===== config.mk =====
export PLATFORM = sky130hd
export DESIGN_NAME = pthc_back_flat
export DESIGN_NICKNAME = d
export VERILOG_FILES = /design/src/rtl/pthc_pkg.sv /design/src/rtl/pthc_if.sv /design/src/rtl/pthc_back.sv /design/src/flat_wrapper.sv
export SDC_FILE = /design/constraint.sdc
export NUM_CORES = 2
export LEC_CHECK = 0
export ABC_AREA = 1
export BUFFER_PORTS_ARGS = -buffer_cell sky130_fd_sc_hd__clkbuf_2
export CORE_UTILIZATION = 55
export DETAILED_ROUTE_END_ITERATION = 7
export MAX_ROUTING_LAYER = met4
export PLACE_DENSITY = 0.81
export SLEW_MARGIN = 20
export SYNTH_ARGS = -nofsm -noshare
export SYNTH_HDL_FRONTEND = slang
export SYNTH_SLANG_ARGS = --single-unit

===== constraint.sdc =====
create_clock -name clk -period 12.1 [get_ports clk]
set_input_delay 0.605 -clock clk [delete_from_list [all_inputs] [get_ports clk]]
set_output_delay 0.605 -clock clk [all_outputs]
set_load 0.02 [all_outputs]

===== src/rtl/pthc_pkg.sv =====
package pthc_pkg;

  localparam int CFG_IDX_W = 3;
  localparam int COEF_W    = 16;

  localparam logic [CFG_IDX_W-1:0] REG_SENS_BASE     = 3'd0;
  localparam logic [CFG_IDX_W-1:0] REG_OFFSET_BASE   = 3'd1;
  localparam logic [CFG_IDX_W-1:0] REG_SENS_TEMPCO   = 3'd2;
  localparam logic [CFG_IDX_W-1:0] REG_OFFSET_TEMPCO = 3'd3;
  localparam logic [CFG_IDX_W-1:0] REG_REF_TEMP      = 3'd4;
  localparam logic [CFG_IDX_W-1:0] REG_TEMP_SLOPE    = 3'd5;

  localparam logic [1:0] HUM_STATUS_OK = 2'd2;

  localparam int TEMP_REF      = 2000;
  localparam int VLOW_BIAS     = 3500;   // TEMP + 1500 expressed from TEMP - 2000
  localparam int TEMP_VLOW_REL = -3500;  // TEMP < -1500 expressed from TEMP - 2000
  localparam int OFF2_A_K      = 61;
  localparam int SENS2_A_K     = 29;
  localparam int OFF2_B_K      = 17;
  localparam int SENS2_B_K     = 9;
  localparam int RH_SCALE      = 12500;
  localparam int RH_OFFSET     = 600;
  localparam int RH_TEMPCO     = 18;
  localparam int DIV100_MUL    = 10737419;  // ceil(2^30 / 100)
  localparam int DIV100_SH     = 30;
  localparam int P_MAX         = 4194303;
  localparam int RH_MIN        = -65536;
  localparam int RH_MAX        = 65535;
  localparam int T_MIN         = -262144;
  localparam int T_MAX         = 262143;

  typedef struct packed {
    logic [COEF_W-1:0] sens_base;
    logic [COEF_W-1:0] offset_base;
    logic [COEF_W-1:0] sens_tempco;
    logic [COEF_W-1:0] offset_tempco;
    logic [COEF_W-1:0] ref_temp;
    logic [COEF_W-1:0] temp_slope;
  } coef_t;

  typedef struct packed {
    logic [23:0]        d1;
    logic signed [14:0] rh_base;
    logic               hval;
    logic signed [19:0] tfinal;
    logic [34:0]        a2;
    logic [34:0]        b2;
    logic               low;
    logic               vlow;
    logic signed [43:0] off_base;
    logic signed [43:0] sens_base;
  } front_bus_t;

endpackage


===== src/rtl/pthc_if.sv =====


interface pthc_result_if ();
  logic               valid;
  logic               ready;
  logic signed [18:0] temperature_centi;
  logic [21:0]        pressure_pa;
  logic signed [16:0] humidity_centi;
  logic               humidity_valid;

  modport source (output valid, temperature_centi, pressure_pa, humidity_centi,
                  humidity_valid, input ready);
  modport sink (input valid, temperature_centi, pressure_pa, humidity_centi,
                humidity_valid, output ready);
endinterface


===== src/rtl/pthc_back.sv =====
module pthc_back import pthc_pkg::*; (
  input  logic          clk,
  input  logic          rst,
  input  logic          bus_valid,
  output logic          bus_ready,
  input  front_bus_t    bus_data,
  pthc_result_if.source result
);

  logic [8:5] v;
  logic [8:5] en;

  assign en[8] = !v[8] || result.ready;
  assign en[7] = !v[7] || en[8];
  assign en[6] = !v[6] || en[7];
  assign en[5] = !v[5] || en[6];
  assign bus_ready = en[5];
  assign result.valid = v[8];

  always_ff @(posedge clk) begin
    if (rst) begin
      v <= '0;
    end else begin
      if (en[5]) v[5] <= bus_valid;
      if (en[6]) v[6] <= v[5];
      if (en[7]) v[7] <= v[6];
      if (en[8]) v[8] <= v[7];
    end
  end

  // stage 5: OFF2, SENS2, humidity temperature term
  logic [40:0]        offa_w;
  logic [38:0]        offb_w;
  logic [39:0]        sensa_w;
  logic [37:0]        sensb_w;
  logic [39:0]        off2_w, sens2_w;
  logic signed [20:0] tm_w;
  logic signed [25:0] x_w;
  logic [25:0]        xabs_w;

  assign offa_w  = 41'(bus_data.a2) * 41'(OFF2_A_K);
  assign offb_w  = 39'(bus_data.b2) * 39'(OFF2_B_K);
  assign sensa_w = 40'(bus_data.a2) * 40'(SENS2_A_K);
  assign sensb_w = 38'(bus_data.b2) * 38'(SENS2_B_K);
  assign off2_w  = !bus_data.low ? 40'd0 :
                   40'(offa_w[40:4]) + (bus_data.vlow ? 40'(offb_w) : 40'd0);
  assign sens2_w = !bus_data.low ? 40'd0 :
                   40'(sensa_w[39:4]) + (bus_data.vlow ? 40'(sensb_w) : 40'd0);
  assign tm_w   = {bus_data.tfinal[19], bus_data.tfinal} - 21'(TEMP_REF);
  assign x_w    = tm_w * 26'(RH_TEMPCO);
  assign xabs_w = x_w[25] ? 26'(-x_w) : 26'(x_w);

  logic [39:0]        s5_off2, s5_sens2;
  logic signed [43:0] s5_off_base, s5_sens_base;
  logic [22:0]        s5_xmag;
  logic               s5_xneg;
  logic [23:0]        s5_d1;
  logic signed [14:0] s5_rh_base;
  logic               s5_hval;
  logic signed [19:0] s5_tfinal;

  // stage 6: OFF, SENS, reciprocal product for the division by 100
  logic signed [43:0] off_w, sens_w;
  logic [46:0]        prod_w;

  assign off_w  = s5_off_base - $signed({4'd0, s5_off2});
  assign sens_w = s5_sens_base - $signed({4'd0, s5_sens2});
  assign prod_w = 47'(s5_xmag) * 47'(DIV100_MUL);

  logic signed [43:0] s6_off, s6_sens;
  logic [46:0]        s6_prod;
  logic               s6_xneg;
  logic [23:0]        s6_d1;
  logic signed [14:0] s6_rh_base;
  logic               s6_hval;
  logic signed [19:0] s6_tfinal;

  // stage 7: D1 * SENS in two halves, humidity sum
  logic signed [22:0] hi_w;
  logic [20:0]        lo_w;
  logic signed [24:0] d1s_w;
  logic signed [47:0] d1hi_w;
  logic [44:0]        d1lo_w;
  logic [16:0]        q_w;
  logic signed [18:0] rh_w;

  assign hi_w   = s6_sens[43:21];
  assign lo_w   = s6_sens[20:0];
  assign d1s_w  = $signed({1'b0, s6_d1});
  assign d1hi_w = d1s_w * hi_w;
  assign d1lo_w = 45'(s6_d1) * 45'(lo_w);
  assign q_w    = s6_prod[46:DIV100_SH];
  assign rh_w   = {{4{s6_rh_base[14]}}, s6_rh_base}
                + (s6_xneg ? 19'(-{2'b0, q_w}) : {2'b0, q_w});

  logic signed [47:0] s7_d1hi;
  logic [44:0]        s7_d1lo;
  logic signed [43:0] s7_off;
  logic signed [18:0] s7_rh;
  logic               s7_hval;
  logic signed [19:0] s7_tfinal;

  // stage 8: pressure, clamps
  logic signed [49:0] sum_w;
  logic signed [34:0] p_w;
  logic [21:0]        p_sat_w;
  logic signed [16:0] rh_sat_w;
  logic signed [18:0] t_sat_w;

  assign sum_w = {{2{s7_d1hi[47]}}, s7_d1hi} + {26'd0, s7_d1lo[44:21]}
               - {{6{s7_off[43]}}, s7_off};
  assign p_w   = sum_w[49:15];

  always_comb begin
    if (p_w[34]) begin
      p_sat_w = '0;
    end else if (|p_w[33:22]) begin
      p_sat_w = 22'(P_MAX);
    end else begin
      p_sat_w = p_w[21:0];
    end
    if (!s7_hval) begin
      rh_sat_w = '0;
    end else if (s7_rh < 19'(RH_MIN)) begin
      rh_sat_w = 17'(RH_MIN);
    end else if (s7_rh > 19'(RH_MAX)) begin
      rh_sat_w = 17'(RH_MAX);
    end else begin
      rh_sat_w = s7_rh[16:0];
    end
    if (s7_tfinal < 20'(T_MIN)) begin
      t_sat_w = 19'(T_MIN);
    end else if (s7_tfinal > 20'(T_MAX)) begin
      t_sat_w = 19'(T_MAX);
    end else begin
      t_sat_w = s7_tfinal[18:0];
    end
  end

  always_ff @(posedge clk) begin
    if (en[5]) begin
      s5_off2      <= off2_w;
      s5_sens2     <= sens2_w;
      s5_off_base  <= bus_data.off_base;
      s5_sens_base <= bus_data.sens_base;
      s5_xmag      <= xabs_w[22:0];
      s5_xneg      <= x_w[25];
      s5_d1        <= bus_data.d1;
      s5_rh_base   <= bus_data.rh_base;
      s5_hval      <= bus_data.hval;
      s5_tfinal    <= bus_data.tfinal;
    end
    if (en[6]) begin
      s6_off     <= off_w;
      s6_sens    <= sens_w;
      s6_prod    <= prod_w;
      s6_xneg    <= s5_xneg;
      s6_d1      <= s5_d1;
      s6_rh_base <= s5_rh_base;
      s6_hval    <= s5_hval;
      s6_tfinal  <= s5_tfinal;
    end
    if (en[7]) begin
      s7_d1hi   <= d1hi_w;
      s7_d1lo   <= d1lo_w;
      s7_off    <= s6_off;
      s7_rh     <= rh_w;
      s7_hval   <= s6_hval;
      s7_tfinal <= s6_tfinal;
    end
    if (en[8]) begin
      result.temperature_centi <= t_sat_w;
      result.pressure_pa       <= p_sat_w;
      result.humidity_centi    <= rh_sat_w;
      result.humidity_valid    <= s7_hval;
    end
  end

endmodule


===== src/flat_wrapper.sv =====
// flat-port wrapper written by rule: the top's interface ports become plain ports
module pthc_back_flat import pthc_pkg::*;
  (clk, rst, bus_valid, bus_ready, bus_data, result_valid, result_temperature_centi, result_pressure_pa, result_humidity_centi, result_humidity_valid, result_ready);
  pthc_result_if result_i ();
  input  logic clk;
  input  logic rst;
  input  logic bus_valid;
  output logic bus_ready;
  input  front_bus_t bus_data;
  output wire logic [$bits(result_i.valid)-1:0] result_valid;
  output wire logic [$bits(result_i.temperature_centi)-1:0] result_temperature_centi;
  output wire logic [$bits(result_i.pressure_pa)-1:0] result_pressure_pa;
  output wire logic [$bits(result_i.humidity_centi)-1:0] result_humidity_centi;
  output wire logic [$bits(result_i.humidity_valid)-1:0] result_humidity_valid;
  input wire logic [$bits(result_i.ready)-1:0] result_ready;
  assign result_valid = result_i.valid;
  assign result_temperature_centi = result_i.temperature_centi;
  assign result_pressure_pa = result_i.pressure_pa;
  assign result_humidity_centi = result_i.humidity_centi;
  assign result_humidity_valid = result_i.humidity_valid;
  assign result_i.ready = result_ready;
  pthc_back u_core (.clk(clk), .rst(rst), .bus_valid(bus_valid), .bus_ready(bus_ready), .bus_data(bus_data), .result(result_i));
endmodule

# After elaboration in Yosys (flattened, before gate mapping)
# Cells that the tools add are included.
[word_totals] elab_cells=75 input_bits=224 reg_bits=688 output_inout_bits=61
[op_classes] n_addsub=10 n_bitwise=1 n_mul=8 mux=8 reduce_logical=10 magnitude_cmp=4
[ops] op="subtractor 44 x 41 -> 44 bit" n=2
[ops] op="subtractor 50 bit" n=1
[ops] op="adder 48 x 25 -> 49 bit" n=1
[ops] op="multiplier 25 x 23 -> 48 bit" n=1
[ops] op="multiplier 23 x 24 -> 47 bit, second input constant" n=1
[ops] op="multiplier 24 x 21 -> 45 bit" n=1
[ops] op="multiplier 35 x 6 -> 41 bit, second input constant" n=1
[ops] op="adder 36 x 40 -> 40 bit" n=1
[ops] op="adder 37 x 40 -> 40 bit" n=1
[ops] op="multiplier 35 x 5 -> 40 bit, second input constant" n=1
[ops] op="multiplier 35 x 5 -> 39 bit, second input constant" n=1
[ops] op="two-way mux 39 bit" n=1
[ops] op="multiplier 35 x 4 -> 38 bit, second input constant" n=1
[ops] op="two-way mux 19 bit" n=2
[ops] op="two-way mux 38 bit" n=1
[ops] op="two-way mux 17 bit" n=2
[ops] op="multiplier 21 x 5 -> 25 bit, second input constant" n=1
[ops] op="two-way mux 23 bit" n=1
[ops] op="negator 23 bit" n=1
[ops] op="two-way mux 22 bit" n=1
[ops] op="subtractor 20 x 12 -> 21 bit, second input constant" n=1
[ops] op="> comparator 20 x 19 -> 1 bit, second input constant" n=1
[ops] op="< comparator 20 x 19 -> 1 bit, second input constant" n=1
[ops] op="adder 19 bit" n=1
[ops] op="other kinds (8)" n=14

# Depth between registers and ports, before layout
[logic_depth] ltp_word=5 ltp_mapped=35 ltp_nobuf=34

# Worst setup path before layout
# No wires, ideal clock.
[synth_timing] kind="input-to-reg" startpoint="input result_ready" endpoint="register u_core.s5_d1[0], enable pin" t_arrival_ps=10637 t_required_ps=11472 setup_ps=628 cell_stages=6 setup_slack_ps=835 path_buffers=0 path_cell_list="nor2_1 inv_1 nor2_1 inv_1 nor2_1 nand2_1"
[synth_via] elab_chain_cells=4
[synth_lines] element="start, declared" line_no="flat_wrapper.sv:15" text="input wire logic [$bits(result_i.ready)-1:0] result_ready;"
[synth_lines] element="logical OR 1 bit" line_no="pthc_back.sv:13" text="assign en[8] = !v[8] || result.ready;"
[synth_lines] element="via u_core.en, one bit" line_no="pthc_back.sv:11" text="logic [8:5] en;"
[synth_lines] element="logical OR 1 bit" line_no="pthc_back.sv:14" text="assign en[7] = !v[7] || en[8];"
[synth_lines] element="via u_core.en, one bit" line_no="pthc_back.sv:11"
[synth_lines] element="logical OR 1 bit" line_no="pthc_back.sv:15" text="assign en[6] = !v[6] || en[7];"
[synth_lines] element="logical OR 1 bit" line_no="pthc_back.sv:16" text="assign en[5] = !v[5] || en[6];"
[synth_lines] element="via bus_ready" line_no="flat_wrapper.sv:8" text="output logic bus_ready;"
[synth_lines] element="end signal, assigned" line_no="pthc_back.sv:148" text="s5_d1 <= bus_data.d1;"
[synth_lines] element="end, declared" line_no="pthc_back.sv:57" text="logic [23:0] s5_d1;"
# The timed path passes the listed nets, and every way through them passes these cells.
# A chain may end at the register's enable or synchronous reset.

# Final worst setup path
[layout_timing] startpoint="register u_core.s6_sens[25]" endpoint="register u_core.s7_d1hi[33] (data pin)"
[layout_via] elab_chain_cells=1
[layout_lines] element="start, declared" line_no="pthc_back.sv:70" text="logic signed [43:0] s6_off, s6_sens;"
[layout_lines] element="start signal, assigned" line_no="pthc_back.sv:155" text="s6_sens <= sens_w;"
[layout_lines] element="multiplier 25 x 23 -> 48 bit" line_no="pthc_back.sv:90" text="assign d1hi_w = d1s_w * hi_w;"
[layout_lines] element="via u_core.d1hi_w[33]" line_no="pthc_back.sv:82" text="logic signed [47:0] d1hi_w;"
[layout_lines] element="end signal, assigned" line_no="pthc_back.sv:164" text="s7_d1hi <= d1hi_w;"
[layout_lines] element="end, declared" line_no="pthc_back.sv:96" text="logic signed [47:0] s7_d1hi;"
# The timed path passes the listed nets, and every way through them passes these cells.

==> results.yml <==
run_status:
  status: "finished clean"
die:
  initial_utilization_pct: 55.38
  die_h_um: 423.1
  rows: 154
  core_area_sq_mm: 0.1761
  die_x_um: 423.1
  ios: 285
  die_area_sq_mm: 0.1790
cells_and_area:
  final_nets: 14879
  fill_cells: 15728
  drive_gt1_share_pct: 3.998
  seq_area_sq_mm: 0.01900
  area_delta_synth_final_pct: 6.422
  multi_input_area_sq_mm: 0.06594
drt:
  drc: 0
  drt_iter0_markers: 6751
  drtAntennaViolNets: 0
  drt_first_pass_iters: 8
  vias: 79751
  vias_per_cell: 5.419
  drt_wl_total_um: 272400
  avgRoutedWirePerCell_um: 18.51
sta:
  rsz0062_at_grt: "no"
  setup_viol: 0
  min_period_ns: 7.344
  fmax_mhz: 136.2
  tightest_slew_ns: 1.175
  skew_ns: 0.08442
  hold_viol: 0
  slew_headroom_pct: 21.64
  slew_violations: 0
  fin_tns_setup_ns: 0
  post-route-period-util_pct: 60.70
grt:
  grt_pass1_wl_um: 429400
  gr-total-overflow: 0
  grt_pass1_vias: 79339
  grt_max_degree: 81
  antenna_found_initial: 18
  grt_usage_pct: 31.44
job:
  max-cap-violations: 0
synthesis:
  syn_area_sq_mm: 0.09752
  ys_types: 52
  yosysTopAreaCell: "fa_1"
  synth-edff-count: 630
  yosysMostFrequentCell: "inv_1"
  syn_inst: 12137
  synth_top_cell_area_share_pct: 24.63
  seq_area_frac_synth_pct: 19.48
  synth_commonest_cells: "inv_1 (3100), nand2_1 (2506), fa_1 (1200)"
  ys.flop_type: "edfxtp_1"
  ys_ff_latch: 634
  synth_warnings: 0
  synth.net_count: 14713
  ys_async_sr_fraction_pct: 0
  avgSynthCellArea_sq_um: 8.035
  synth_area_leaders: "fa_1 (25%), edfxtp_1 (19%), ha_1 (15%)"
setup_path:
  crit_fanout: 24
  crit_path_end_kind: "register"
  critPathArrivalTime_ns: 7.80
  critPathRequiredTime_ns: 12.56
  path_class: "register to register"
  start_kind: "register"
clock_network:
  cts-resized-gates: 0
  clk_path_buf_depth: 3
  clk_latency_ns: 0.72
  clk_pin_slew_worst_paths_ns: 0.06
  cts_tree: "done"
  cts_made_buffers: 71
  holdBufCountCts: 0
  cts_setup_buffers: 0
  cts_root_buf: "clkbuf_16"
  clkSinkCount: 634
  h-tree-depth: 3
placement:
  place_congestion: 1.019
  post-dp-hpwl_um: 225300
  portBuffers: 284
worst_hold_path:
  hold_path.class: "input port to register"
-- area by class of cell --
type / instances / share of cell area (%)
clock inverters: 50 / 0.5762
clock buffers: 77 / 1.754
diodes: 20 / 0.04822
multi-input cells: 8158 / 63.53
flip-flops and latches: 634 / 18.30
well taps: 2340 / 2.821
repair buffers: 330 / 1.709
inverters: 3108 / 11.25
-- flip-flops by register name, indices dropped and copies added, names as in the netlist, 17 cells and up --
| name | count |
|---|---|
| u_core.s7_d1hi | 48 |
| u_core.s5_off_base | 44 |
| u_core.s5_sens_base | 44 |
| u_core.s6_off | 44 |
| u_core.s6_sens | 44 |
| u_core.s7_off | 44 |
| u_core.s5_off2 | 40 |
| u_core.s5_sens2 | 39 |
| u_core.s5_d1 | 24 |
| u_core.s6_d1 | 24 |
| u_core.s7_d1lo | 24 |
| u_core.result.pressure_pa | 22 |
| u_core.s5_xmag | 21 |
| u_core.s5_tfinal | 20 |
| u_core.s6_tfinal | 20 |
| u_core.s7_tfinal | 20 |
| u_core.result.temperature_centi | 19 |
| u_core.s7_rh | 19 |
| u_core.result.humidity_centi | 17 |
| u_core.s6_prod | 17 |
-- worst max-delay path, stage by stage (launching register included) --
cell and delay [ns]:
edfxtp_1 0.93, nand2_1 0.19, fa_1 0.58, inv_1 0.06, fa_1 0.52, inv_1 0.05, fa_1 0.47, inv_1 0.05
fa_1 0.51, inv_1 0.05, fa_1 0.47, inv_1 0.06, fa_1 0.53, inv_1 0.05, fa_1 0.54, inv_1 0.05
ha_1 0.35, nand2_1 0.11, nor2_1 0.15, inv_1 0.08, nor3_1 0.28, a21oi_1 0.16, o21ai_0 0.41, nand2_1 0.09
nand2_1 0.11, nand3_1 0.09, nand3_1 0.09, nand2_1 0.06
-- cells in the final DEF, fill, tap and decap left out, types with 278 or more instances in the layout --
cell type / synthesis / layout
inv_1: 3100 / 3097
nand2_1: 2506 / 2505
fa_1: 1200 / 1200
ha_1: 1152 / 1152
nor2_1: 822 / 822
a21oi_1: 742 / 742
edfxtp_1: 630 / 630
o21ai_0: 421 / 421
clkbuf_2: 0 / 284
nand3_1: 278 / 278
-- metal layers --
layer | up-vias | wire (um) | GRT usage (%) | part of all wire, %
met5 | - | 0 | - | 0
met1 | 38067 | 110900 | 39.89 | 41
met4 | 0 | 13230 | 13.35 | 4.9
met3 | 572 | 20410 | 4.415 | 7.5
met2 | 3242 | 127800 | 50.41 | 47
li1 | 37870 | - | - | -
-- path summary, 6_finish.rpt --
path                           start                     end  slack [ns]  depth (start not counted)
hold reg to reg     u_core.s6_off[0]        u_core.s7_off[0]        0.36                          0
hold / removal          bus_data[87]  u_core.s5_off_base[43]        0.07                          1
setup reg to reg  u_core.s6_sens[25]      u_core.s7_d1hi[33]        4.76                         27
setup / recovery  u_core.s6_sens[25]      u_core.s7_d1hi[33]        4.76                         27
-- logic make-up (layout without fill, tap and decap cells) --
logic type	Yosys count	in the layout	share of synthesized area, %
buf+inv	3345	3565	12.92
fa+ha+maj	2352	2352	39.41
flops	634	634	19.48
xor+xnor	397	397	3.585
simple gates	3857	3857	15.77
compound gates	1552	1552	8.834
other cells	0	20	0
-- per-stage QoR --
stage          hold slack (ns)  instance area, sq um  setup slack, ns  util (%)  instances
2_1_floorplan           0.4003                 97520           0.8346         -      12137
4_1_cts                0.02285                103700            4.836     58.89      14696
3_3_place_gp            0.4003                101300            5.028     57.52      14569
6_report               0.06750                103800            4.756     58.93      14717
5_1_grt                0.04948                103800            4.400     58.93      14715
3_5_place_dp            0.4045                101300            4.858     57.52      14569
Power is not shown: default switching activity piles up to over one toggle a cycle in this logic, so the estimate is an artifact.
